===== config.mk =====
export PLATFORM = sky130hd
export DESIGN_NAME = sc_div
export DESIGN_NICKNAME = d
export VERILOG_FILES = /design/src/sv/sc_pkg.sv /design/src/sv/sc_div.sv
export VERILOG_INCLUDE_DIRS = /design/src /design/src/sv
export SDC_FILE = /design/constraint.sdc
export NUM_CORES = 1
export LEC_CHECK = 0
export BUFFER_PORTS_ARGS = -buffer_cell sky130_fd_sc_hd__buf_2
export CAP_MARGIN = 30
export CORE_ASPECT_RATIO = 1.25
export CORE_MARGIN = 2
export CORE_UTILIZATION = 25
export DETAILED_ROUTE_END_ITERATION = 16
export PLACE_DENSITY_LB_ADDON = 0.25
export SETUP_SLACK_MARGIN = 0.3
export SKIP_LAST_GASP = 1
export SYNTH_ARGS = -nofsm -noshare
export SYNTH_HDL_FRONTEND = slang
export SYNTH_SLANG_ARGS = --single-unit

===== constraint.sdc =====
create_clock -name clock -period 7.8 [get_ports clock]
set_input_delay 1.17 -clock clock [delete_from_list [all_inputs] [get_ports clock]]
set_output_delay 1.17 -clock clock [all_outputs]
set_load 0.1 [all_outputs]

===== src/sv/stack_calculator_macros.svh =====
// Assertion helpers shared by the stack calculator RTL.
`ifndef STACK_CALCULATOR_MACROS_SVH
`define STACK_CALCULATOR_MACROS_SVH

`ifndef SYNTHESIS

// General clocked property, checked outside reset.
`define SC_ASSERT(label, clk, rst, prop) \
   label: assert property (@(posedge clk) disable iff (rst) prop) \
      else $error("stack_calculator: property violated");

// Condition that must never hold outside reset.
`define SC_ASSERT_NEVER(label, clk, rst, cond) \
   label: assert property (@(posedge clk) disable iff (rst) !(cond)) \
      else $error("stack_calculator: forbidden condition");

`else

`define SC_ASSERT(label, clk, rst, prop)
`define SC_ASSERT_NEVER(label, clk, rst, cond)

`endif

`endif


===== src/sv/sc_pkg.sv =====
`timescale 1ns / 1ps

package sc_pkg;

   localparam int DATA_W  = 32;
   localparam int OP_W    = 3;
   localparam int POS_W   = 10;
   localparam int STS_W   = 3;
   localparam int DEPTH_W = 11;

   // opcodes
   localparam logic [OP_W-1:0] OP_PUSH   = 3'd0;
   localparam logic [OP_W-1:0] OP_POP    = 3'd1;
   localparam logic [OP_W-1:0] OP_ADD    = 3'd2;
   localparam logic [OP_W-1:0] OP_SUB    = 3'd3;
   localparam logic [OP_W-1:0] OP_MUL    = 3'd4;
   localparam logic [OP_W-1:0] OP_DIV    = 3'd5;
   localparam logic [OP_W-1:0] OP_RD_TOP = 3'd6;
   localparam logic [OP_W-1:0] OP_RD_BOT = 3'd7;

   // status codes
   localparam logic [STS_W-1:0] STS_OK    = 3'd0;
   localparam logic [STS_W-1:0] STS_FEW   = 3'd1;
   localparam logic [STS_W-1:0] STS_RANGE = 3'd2;
   localparam logic [STS_W-1:0] STS_DIV0  = 3'd3;
   localparam logic [STS_W-1:0] STS_FULL  = 3'd4;

   typedef enum logic [2:0] {
      S_IDLE,
      S_DISPATCH,
      S_LOAD,
      S_FETCH2,
      S_EXEC,
      S_DIV,
      S_WRITE,
      S_RESP
   } state_type;

   typedef struct packed {
      logic        [OP_W-1:0]   opcode;
      logic signed [DATA_W-1:0] push_value;
      logic        [POS_W-1:0]  position;
   } req_type;

   typedef struct packed {
      logic signed [DATA_W-1:0]  result_value;
      logic        [STS_W-1:0]   status;
      logic        [DEPTH_W-1:0] depth;
   } rsp_type;

endpackage


===== src/sv/sc_div.sv =====
`timescale 1ns / 1ps

`include "stack_calculator_macros.svh"

// Radix-2 restoring divider on magnitudes, floor-corrected at the output.
module sc_div
   import sc_pkg::*;
(
   input  logic              clock,
   input  logic              reset,
   input  logic              start,
   input  logic [DATA_W-1:0] dividend,
   input  logic [DATA_W-1:0] divisor,
   output logic              done,
   output logic [DATA_W-1:0] quotient
);

   localparam int CNT_W = $clog2(DATA_W);

   logic              busy_ff;
   logic              done_ff;
   logic [CNT_W-1:0]  count_ff;
   logic [DATA_W-1:0] q_ff;
   logic [DATA_W-1:0] rem_ff;
   logic [DATA_W-1:0] den_ff;
   logic              neg_ff;

   logic [DATA_W-1:0] num_abs;
   logic [DATA_W-1:0] den_abs;
   logic [DATA_W:0]   shifted;
   logic [DATA_W:0]   trial;
   logic              q_bit;
   logic [DATA_W-1:0] rem_in;

   assign num_abs = dividend[DATA_W-1] ? (~dividend + DATA_W'(1)) : dividend;
   assign den_abs = divisor[DATA_W-1]  ? (~divisor + DATA_W'(1))  : divisor;

   // one quotient bit per cycle
   assign shifted = {rem_ff, q_ff[DATA_W-1]};
   assign trial   = shifted - {1'b0, den_ff};
   assign q_bit   = ~trial[DATA_W];
   assign rem_in  = q_bit ? trial[DATA_W-1:0] : shifted[DATA_W-1:0];

   always_ff @(posedge clock) begin
      if (reset) begin
         busy_ff  <= 1'b0;
         done_ff  <= 1'b0;
         count_ff <= '0;
      end else begin
         done_ff <= 1'b0;
         if (start) begin
            busy_ff  <= 1'b1;
            count_ff <= '0;
         end else if (busy_ff) begin
            count_ff <= count_ff + CNT_W'(1);
            if (count_ff == CNT_W'(DATA_W - 1)) begin
               busy_ff <= 1'b0;
               done_ff <= 1'b1;
            end
         end
      end
   end

   always_ff @(posedge clock) begin
      if (start) begin
         q_ff   <= num_abs;
         den_ff <= den_abs;
         rem_ff <= '0;
         neg_ff <= dividend[DATA_W-1] ^ divisor[DATA_W-1];
      end else if (busy_ff) begin
         q_ff   <= {q_ff[DATA_W-2:0], q_bit};
         rem_ff <= rem_in;
      end
   end

   // opposite signs: negate, and step down once more on a nonzero remainder
   assign quotient = !neg_ff        ? q_ff :
                     (rem_ff != '0) ? ~q_ff : (~q_ff + DATA_W'(1));
   assign done     = done_ff;

   `SC_ASSERT_NEVER(a_div_start_busy, clock, reset, start && busy_ff)
   `SC_ASSERT(a_div_done_idle, clock, reset, done_ff |-> !busy_ff)
   `SC_ASSERT(a_div_busy_start, clock, reset, $rose(busy_ff) |-> $past(start))

endmodule


==> run_results.csv, run 1 <==
group,metric,value,unit
outcome,status,"complete, no violations",
synth,synth_seq_cells,104,
sta,setup_tns,0,ns
route,drt-initial-drc-count,335,
synth,synth_edf_count,65,
clock_tree,tritoncts,"built",
clock_tree,cts_buffers,9,
synth,synth_cell_types,60,
placed_design,place.gp.congestion,0.823,
route,first_pass_iters,4,
clock_tree,hold_buffers,0,
clock_tree,clockBufferDepth,2,
critical_path,cp_data_arrival_time,4.11,ns
grt,grt_usage,13.0,%
floorplan,std_cell_rows,71,
floorplan,start_util,25.3,%
critical_path,cp_max_fo,8,
flow_run,maxCapViolations,0,
synth,yosys.area.top_type_share,25.7,%
route,viasPerCell,4.84,
critical_path,slowest_stage,"nor4_2",
clock_tree,clock_sinks,104,
critical_path,ff2ff_setup_slack,3.64,ns
floorplan,die_area,0.0318,mm²
critical_path,worst_path_largest_cell_delay,0.79,ns
route,route.detailed.drc,0,
critical_path,r2r_cells,12,
worst_hold_path,hp-start,"rem_ff[27]",
grt,antenna_found_initial,0,
grt,overflow,0,
final_layout,nets,1054,
route,detail-route-antenna-nets,0,
sta,finalSetupViolations,0,
synth,yosysWarnings,0,
synth,yosys.area.top_type,"edfxtp_1",
sta,period_minus_slack,5.28,ns
critical_path,reg2reg_from,"q_ff[31]",
final_layout,drive_gt1_share,13.9,%
sta,clock.fmax,189,MHz
critical_path,crit_chain,"nor4_1 > nand2_1 > nor4_2 > nand4_1 > or4_1 > or2_1 > o31ai_1 > xnor2_1 > buf_2",
floorplan,core,0.0300,mm²
worst_hold_path,holdPathStages,2,
floorplan,die_w,160,µm
worst_hold_path,min_path_type,"reg -> reg",
synth,synth_area_leaders,"edfxtp_1 (26%), dfxtp_1 (10%), xnor2_1 (9.3%), ha_1 (6.1%), nand2_1 (4.6%)",
sta,rsz0062_at_grt,"false",
sta,slew_headroom,35.7,%
worst_hold_path,whs_endpoint,"rem_ff[27]",
critical_path,timing.rr.end,"rem_ff[28]",
pwr,powerDensity,218,mW/mm²
sta,finalMaxSlewViolations,0,
pwr,vdd_drop_max,0.102,mV
sta,worst_pin_slew,0.965,ns
final_layout,final_cell_mix,"buf_2 (98), nand2_1 (93), xnor2_1 (81)",
synth,syn_inst,871,
placed_design,dp_hpwl,15700,µm
clock_tree,clk_pin_slew,0.07,ns
clock_tree,root_buffer,"clkbuf_16",
synth,synthesis.nets,976,
final_layout,antenna_cells,0,
synth,ys.flop_type,"edfxtp_1",
synth,ys_seq_area_share,35.9,%
pwr,power,1.93,mW
critical_path,cp.required,6.63,ns
sta,worst_clock_skew,0.00882,ns
critical_path,startpoint_type,"flop",
sta,final_hold_viol_count,0,
sta,fin_crit_sh,67.7,%
sta,whs,0.510,ns
placed_design,portBuffers,99,
clock_tree,cts_resized,0,
clock_tree,insertion_delay,0.36,ns
critical_path,criticalPathCategory,"reg -> out",
floorplan,pin_count,100,
grt,grt_max_degree,73,
synth,synth_area,0.00760,mm²
pwr,p_leak,3.47,nW
synth,syn_area_per_cell,8.73,µm²
final_layout,area_growth,16.8,%
grt,grt_pass1_vias,6618,
clock_tree,cts_setup_buffers,0,
route,wl_per_cell,15.0,µm
final_layout,final_common_cell,"buf_2",
route,num_vias,6552,
synth,async_reset_ff_share,0,%
critical_path,endpoint_kind,"output port",
floorplan,die_h,199,µm
route,totalWireLength,20400,µm
clock_tree,htreeDepth,3,
grt,grt_pass1_wl,33200,µm
layout make-up:
class / count / area (µm²)
repair buffers: 106 / 571
inverters: 48 / 180
fillers: 3257 / 21100
well taps: 401 / 502
clock buffers: 12 / 289
flip-flops and latches: 104 / 2730
clock inverters: 4 / 52.6
multi-input cells: 680 / 4550
kinds of logic after synthesis:
group / share of synthesized area, %
and+or+nand+nor: 17.6
AOI/OAI and AO/OA: 20.0
xor gates and xnor gates: 13.8
DFF: 35.9
buffers and inverters: 4.31
adders and majority gates: 6.35
muxes: 1.97
critical path: cells and delay by family, from the launching register on:
kind / cells / cell delay (ns)
xor+xnor: 1 / 0.14
simple gates: 6 / 2.57
compound gates: 1 / 0.25
flops: 1 / 0.34
buf+inv: 1 / 0.44
how the worst max path moves through the flow:
| stage | from | end | slack [ns] | depth (start not counted) |
|---|---|---|---|---|
| 5_1_grt | rem_ff[3] | quotient[29] | 2.18 | 9 |
| 3_3_place_gp | rem_ff[6] | quotient[27] | 2.82 | 9 |
| 4_1_cts | rem_ff[6] | quotient[29] | 2.43 | 9 |
| 3_5_place_dp | rem_ff[6] | quotient[29] | 2.81 | 9 |
| 6_report | rem_ff[6] | quotient[27] | 2.52 | 9 |
| 2_1_floorplan | q_ff[6] | quotient[14] | 2.98 | 7 |
where the power goes:
group / switching (mW) / internal, mW / leakage (nW)
clock network: 0.220 / 0.299 / 0.170
logic: 0.519 / 0.203 / 2.34
registers: 0.0480 / 0.644 / 0.956
total: 0.787 / 1.15 / 3.47
metal layers:
layer	routed length [µm]	share of wire, %	up-vias	global-route usage, %
met5	0	0	-	0
li1	-	-	3342	-
met3	683	3.4	34	2.17
met1	8960	44	3043	14.8
met2	10300	50	133	24.3
met4	454	2.2	0	4.90
stage by stage:
stage / setup WS, ns / cell area (µm²) / instances / utilization [%]
after global routing: 2.18 / 8880 / 1355 / 29.6
final: 2.52 / 8880 / 1355 / 29.6
after CTS: 2.43 / 8880 / 1355 / 29.6
after global placement: 2.82 / 8510 / 1338 / 28.3
after detailed placement: 2.81 / 8540 / 1339 / 28.4
after floorplan: 2.98 / 7600 / 871 / -
flip-flops by register name (all words and copies together) (netlist names):
signal / flops
done: 1
rem_ff: 32
den_ff: 32
busy_ff: 1
neg_ff: 1
q_ff: 32
count_ff: 5
synthesized netlist by cell type (3+ instances only):
| cell type | instances |
|---|---|
| and3_1 | 6 |
| nand2_1 | 93 |
| a31oi_1 | 4 |
| nand2b_1 | 12 |
| inv_1 | 48 |
| and2_1 | 4 |
| ha_1 | 37 |
| xnor2_1 | 81 |
| nor4_1 | 14 |
| dfxtp_1 | 39 |
| a21o_1 | 14 |
| o21a_1 | 5 |
| or4_4 | 3 |
| mux2i_1 | 15 |
| o31ai_1 | 30 |
| a311oi_1 | 15 |
| a32oi_1 | 4 |
| xor2_1 | 39 |
| or2_2 | 3 |
| or3_1 | 12 |
| nor2b_1 | 4 |
| o21bai_1 | 3 |
| o41ai_1 | 11 |
| a211oi_1 | 7 |
| nor2_1 | 64 |
| nand3_1 | 10 |
| buf_1 | 3 |
| nand4_1 | 10 |
| nor3_1 | 18 |
| or4_1 | 13 |
| a21oi_1 | 62 |
| edfxtp_1 | 65 |
| o21ai_0 | 54 |
| clkbuf_1 | 35 |
(Power assumes the default switching activity.)
==> run 2: changes to the inputs <==
--- a/config.mk
+++ b/config.mk
@@ -6,6 +6,7 @@
 export SDC_FILE = /design/constraint.sdc
 export NUM_CORES = 1
 export LEC_CHECK = 0
+export ABC_AREA = 1
 export BUFFER_PORTS_ARGS = -buffer_cell sky130_fd_sc_hd__buf_2
 export CAP_MARGIN = 30
 export CORE_ASPECT_RATIO = 1.25
==> constraint.sdc (replaced) <==
create_clock -name clock -period 4.72 [get_ports clock]
set_input_delay 0.708 -clock clock [delete_from_list [all_inputs] [get_ports clock]]
set_output_delay 0.708 -clock clock [all_outputs]
set_load 0.1 [all_outputs]
==> run 2 against run 1 <==
  * Setup slack worse by 1.6 ns
  * Clock skew up 0.0018 ns
  * Non-clock buffer count down 1
  * Flip-flop and latch count unchanged
  * Core utilization down 0.62 points
  * Via count up 43%
  * Count of clock-buffer cells in the layout up 1
  * Sequential power up 59%
  * Critical endpoint is now quotient[28]
==> run_results.csv, run 2 <==
group,metric,value,unit
outcome,status,"complete, no violations",
grt,antenna_found_initial,0,
synth,syn_area_per_cell,6.22,µm²
final_layout,area_growth,14.0,%
final_layout,final_common_cell,"nand2_1",
critical_path,startpoint_type,"flop",
placed_design,portBuffers,99,
pwr,powerDensity,276,mW/mm²
sta,rsz0062_at_grt,"false",
pwr,p_sw_share,41.4,%
clock_tree,clk_pin_slew,0.07,ns
synth,async_reset_ff_share,0,%
critical_path,cp_data_arrival_time,3.06,ns
final_layout,drive_gt1_share,9.23,%
sta,finalMaxSlewViolations,0,
route,num_vias,9339,
synth,synth_cell_types,44,
grt,grt_max_degree,35,
clock_tree,cts_resized,0,
clock_tree,clock_sinks,104,
placed_design,place_area,0.0105,mm²
synth,ys_seq_area_share,28.8,%
route,route.detailed.drc,0,
synth,synth_area_leaders,"edfxtp_1 (21%), nand2_1 (20%), inv_1 (11%), dfxtp_1 (8.2%), nand3_1 (6.2%)",
placed_design,dp_hpwl,23900,µm
floorplan,die_area,0.0396,mm²
floorplan,std_cell_rows,79,
sta,worst_pin_slew,0.922,ns
grt,grt_pass1_wl,46900,µm
pwr,vdd_drop_max,0.129,mV
final_layout,final_cell_mix,"nand2_1 (515), inv_1 (276), nor2_1 (123)",
final_layout,top_regs,"den_ff: 32 flops, q_ff: 32 flops, rem_ff: 32 flops",
grt,overflow,0,
synth,synth_area,0.00949,mm²
synth,yosysWarnings,0,
clock_tree,cts_buffers,9,
pwr,p_leak,5.55,nW
synth,synth_seq_cells,104,
final_layout,nets,1714,
sta,period_minus_slack,3.77,ns
floorplan,start_util,25.4,%
sta,setup_tns,0,ns
critical_path,criticalPathCategory,"reg -> out",
pwr,p_comb_share,35.1,%
synth,syn_inst,1526,
pwr,power_frac_seq,36.8,%
synth,synth_edf_count,65,
pwr,power,2.98,mW
route,detail-route-antenna-nets,0,
clock_tree,hold_buffers,0,
clock_tree,cts_setup_buffers,0,
synth,ys.flop_type,"edfxtp_1",
route,viasPerCell,4.45,
sta,worst_clock_skew,0.0106,ns
sta,finalSetupViolations,0,
synth,yosys.area.top_type_share,20.6,%
final_layout,antenna_cells,0,
pwr,clock_power_share,28.1,%
floorplan,die_w,178,µm
route,wl_per_cell,13.8,µm
route,first_pass_iters,7,
synth,yosysMostFrequentCell,"nand2_1",
flow_run,maxCapViolations,0,
final_layout,finalInstanceArea,0.0108,mm²
route,totalWireLength,29000,µm
route,drt-initial-drc-count,447,
floorplan,core,0.0374,mm²
pwr,switching_power,1.23,mW
floorplan,die_h,222,µm
clock_tree,tritoncts,"built",
critical_path,endpoint_kind,"output port",
critical_path,cp.required,4.01,ns
floorplan,pin_count,100,
sta,slew_headroom,38.4,%
sta,clock.fmax,265,MHz
synth,netlist_top_cells_count,"nand2_1 (515), inv_1 (276), nor2_1 (125)",
grt,grt_pass1_vias,9127,
clock_tree,htreeDepth,3,
pwr,p_int,1.75,mW
sta,final_hold_viol_count,0,
grt,grt_usage,15.0,%
clock_tree,clockBufferDepth,2,
synth,synthesis.nets,1631,
placed_design,place.gp.congestion,0.919,
critical_path,cp_max_fo,21,
worst_hold_path,min_path_type,"reg -> reg",
clock_tree,insertion_delay,0.36,ns
synth,yosys.area.top_type,"edfxtp_1",
sta,fin_crit_sh,79.8,%
clock_tree,root_buffer,"clkbuf_16",
## run 2: changes by cell type in the layout (fill, tap and decap cells not counted), moves of 17 or more
| cell | change |
|---|---|
| xor2_1 | +17 |
| nor2_1 | +59 |
| o21ai_0 | +19 |
| o31ai_1 | -28 |
| nand2_1 | +422 |
| inv_1 | +228 |
| nand4_1 | +18 |
| nand3_1 | +108 |
| a21oi_1 | -29 |
| xnor2_1 | -53 |
## run 2: path summary, 6_finish.rpt
path / endpoint / cells past startpoint / slack, ns / startpoint
max: quotient[28] / 13 / 0.95 / rem_ff[31]
min: rem_ff[24] / 2 / 0.48 / rem_ff[24]
max reg2reg: rem_ff[3] / 16 / 1.85 / den_ff[0]
min reg2reg: rem_ff[24] / 2 / 0.48 / rem_ff[24]
## run 2: critical path: stages, from the launching register on
cell and delay [ns]:
dfxtp_1 0.38, inv_2 0.14, nand3_1 0.09, nor3_1 0.25, nand3_1 0.19, nor2_1 0.12, buf_4 0.26, inv_1 0.17
nand2_1 0.16, nand3_1 0.22, nor2_1 0.16, nand2_1 0.06, nand2_1 0.08, buf_2 0.43
## run 2: final cells by class
| cell class | instances | area (µm²) |
|---|---|---|
| fill | 4250 | 26500 |
| multi-input combinational | 1107 | 5550 |
| sequential | 104 | 2730 |
| inverter | 282 | 1060 |
| tap | 486 | 608 |
| timing repair buffer | 105 | 541 |
| clock buffer | 13 | 282 |
| clock inverter | 3 | 47.5 |
## run 2: power groups by stage
stage               logic (mW)  clock network (mW)  registers [mW]
floorplan                0.822                   0            1.10
global placement          1.05                   0            1.12
detailed placement        1.05                   0            1.12
CTS                       1.05               0.867            1.10
global route              1.14               0.893            1.11
finish                    1.05               0.837            1.10
## run 2: stage by stage
step                      setup slack (ns)  hold slack, ns  cells  util, %
after floorplan                       1.12           0.443   1526        -
after global placement                1.24           0.454   2084     28.1
after detailed placement              1.25           0.466   2084     28.1
after CTS                            0.846           0.479   2100     29.0
after global routing                 0.598           0.506   2100     29.0
final                                0.951           0.479   2100     29.0
## run 2: per-layer routing
layer	part of all wire (%)	vias up	wire length [µm]	GRT usage, %
met2	49	192	14300	27.0
met4	2.6	0	742	4.72
met3	3.8	37	1110	1.83
met5	0	-	0	0
li1	-	4942	-	-
met1	44	4168	12900	18.3
## run 2: cell families (layout without fill, tap and decap cells)
logic type      Yosys count  count (layout)  share of synthesized area [%]
simple gates            858             858                           38.4
buf+inv                 315             403                           12.8
compound gates          127             127                           7.12
flops                   104             104                           28.8
xor+xnor                 84              84                           7.75
fa+ha+maj                38              38                           5.09
==> run 3: changes to the inputs <==
--- a/config.mk
+++ b/config.mk
@@ -6,7 +6,7 @@
 export SDC_FILE = /design/constraint.sdc
 export NUM_CORES = 1
 export LEC_CHECK = 0
-export ABC_AREA = 1
+export ABC_AREA = 0
 export BUFFER_PORTS_ARGS = -buffer_cell sky130_fd_sc_hd__buf_2
 export CAP_MARGIN = 30
 export CORE_ASPECT_RATIO = 1.25
==> constraint.sdc (replaced) <==
create_clock -name clock -period 3.58 [get_ports clock]
set_input_delay 0.537 -clock clock [delete_from_list [all_inputs] [get_ports clock]]
set_output_delay 0.537 -clock clock [all_outputs]
set_load 0.1 [all_outputs]
==> run 3 against run 2 <==
  * The run now ends with setup timing left
  * First-iteration DRC count decreased by 27%
  * Setup slack got worse by 1.3 ns
  * Die area fell by 20%
  * Sequential power increased by 37%
  * Largest cell class unchanged
==> run_results.csv, run 3 (synthesis results as in run 1) <==
group,metric,value,unit
grt,grt_usage,13.5,%
sta,period_minus_slack,3.91,ns
placed_design,place.gp.congestion,0.826,
placed_design,portBuffers,99,
outcome,violations,"setup timing",
critical_path,endpoint_kind,"output port",
final_layout,drive_gt1_share,32.3,%
pwr,powerDensity,425,mW/mm²
flow_run,maxCapViolations,0,
placed_design,place_area,0.00976,mm²
sta,worst_pin_slew,0.927,ns
floorplan,die_area,0.0318,mm²
critical_path,cp_data_arrival_time,3.38,ns
critical_path,criticalPathCategory,"reg -> out",
sta,finalMaxSlewViolations,0,
clock_tree,cts_buffers,9,
grt,grt_pass1_wl,34400,µm
placed_design,pre_cts_slack,-0.218,ns
clock_tree,clock_sinks,104,
grt,grt_max_degree,57,
outcome,status,"complete, but fails checks",
final_layout,antenna_cells,0,
clock_tree,clk_pin_slew,0.08,ns
sta,finalSetupViolations,18,
final_layout,top_regs,"den_ff: 32 flops, q_ff: 32 flops, rem_ff: 32 flops",
clock_tree,insertion_delay,0.37,ns
route,drt-initial-drc-count,326,
sta,fin_crit_sh,109,%
sta,rsz0062_at_grt,"true",
pwr,power,4.68,mW
sta,final_hold_viol_count,0,
final_layout,fill_cells,3108,
clock_tree,tritoncts,"built",
floorplan,die_w,160,µm
floorplan,std_cell_rows,71,
critical_path,startpoint_type,"flop",
clock_tree,clockBufferDepth,2,
sta,setup_slack,-0.332,ns
critical_path,cp_max_fo,3,
final_layout,finalInstanceArea,0.0110,mm²
sta,slew_headroom,38.2,%
final_layout,regArea,0.00275,mm²
final_layout,area_growth,44.7,%
floorplan,pin_count,100,
route,detail-route-antenna-nets,0,
route,route.detailed.drc,0,
pwr,p_leak,4.40,nW
placed_design,dp_hpwl,16300,µm
floorplan,start_util,25.3,%
grt,grt_pass1_vias,6666,
placed_design,dp.cells,1400,
floorplan,core,0.0300,mm²
final_layout,final_cell_mix,"buf_4 (80), nand2_1 (79), buf_2 (70)",
final_layout,nets,1139,
final_layout,multi_input_area,0.00552,mm²
sta,clock.fmax,256,MHz
route,viasPerCell,4.83,
clock_tree,root_buffer,"clkbuf_16",
final_layout,fin_util,36.6,%
route,wl_per_cell,15.3,µm
floorplan,die_h,199,µm
clock_tree,hold_buffers,0,
critical_path,cp.required,3.04,ns
grt,overflow,0,
route,first_pass_iters,5,
route,totalWireLength,22100,µm
final_layout,final_common_cell,"buf_4",
route,num_vias,6955,
sta,worst_clock_skew,0.00726,ns
worst_hold_path,min_path_type,"in -> reg",
pwr,vdd_drop_max,0.261,mV
grt,antenna_found_initial,0,
clock_tree,htreeDepth,3,
final_layout,stdcell_count,1440,
==> run 3: cell types whose count changed in the layout (fill, tap and decap cells not counted), sizes merged, moves of 53 or more <==
cell,change
nand2,-429
xnor2,+53
nand3,-109
buf,+80
inv,-228
nor2,-64
==> run 3: critical path, stage by stage (launching register included) <==
cell and delay [ns]:
edfxtp_1 0.39, or4_4 0.55, or3_4 0.34, or3_4 0.33, or4_4 0.46, or2_4 0.31
o31ai_4 0.26, xnor2_4 0.17, buf_12 0.20
==> run 3: timing repair <==
action / CTS / global route
gates cloned: 0 / 5
gates resized for setup: 57 / 87
buffers inserted: 9 / 9
pin swaps: 33 / 46
setup endpoints to repair: 61 / 55
==> run 3: per-stage QoR <==
step                hold WS (ns)  setup TNS [ns]
floorplan                  0.468          -0.538
global placement           0.501          -0.884
detailed placement         0.509          -0.959
CTS                        0.376           -4.47
global route               0.385           -6.25
finish                     0.383           -4.00
==> run 3: layout make-up <==
| type | count | share of cell area (%) |
|---|---|---|
| Multi-Input combinational cell | 680 | 50.2 |
| Sequential cell | 104 | 25.0 |
| Timing Repair Buffer | 191 | 16.1 |
| Tap cell | 401 | 4.56 |
| Clock buffer | 9 | 2.05 |
| Inverter | 48 | 1.64 |
| Clock inverter | 7 | 0.466 |
==> run 3: worst paths after layout <==
kind	start	end	slack, ns	cells after the start
setup reg to reg	q_ff[31]	rem_ff[30]	0.22	12
setup / recovery	q_ff[7]	quotient[29]	-0.33	8
hold reg to reg	rem_ff[20]	rem_ff[21]	0.51	2
hold / removal	divisor[0]	den_ff[0]	0.38	1
==> run 3: where the power goes <==
group          internal, mW  leakage [nW]  total (mW)  switching (mW)
registers              1.40         0.960        1.51           0.110
clock network         0.480         0.137       0.983           0.503
logic                 0.872          3.30        2.18            1.31
total                  2.76          4.40        4.68            1.92
==> run 3: layer usage <==
| metal | GRT usage, % | part of all wire (%) | routed length (µm) | up-vias |
|---|---|---|---|---|
| li1 | - | - | - | 3511 |
| met1 | 15.9 | 42 | 9190 | 3285 |
| met2 | 25.3 | 53 | 11600 | 134 |
| met3 | 2.06 | 3.7 | 815 | 25 |
| met4 | 4.00 | 2.0 | 448 | 0 |
| met5 | 0 | 0 | 0 | - |
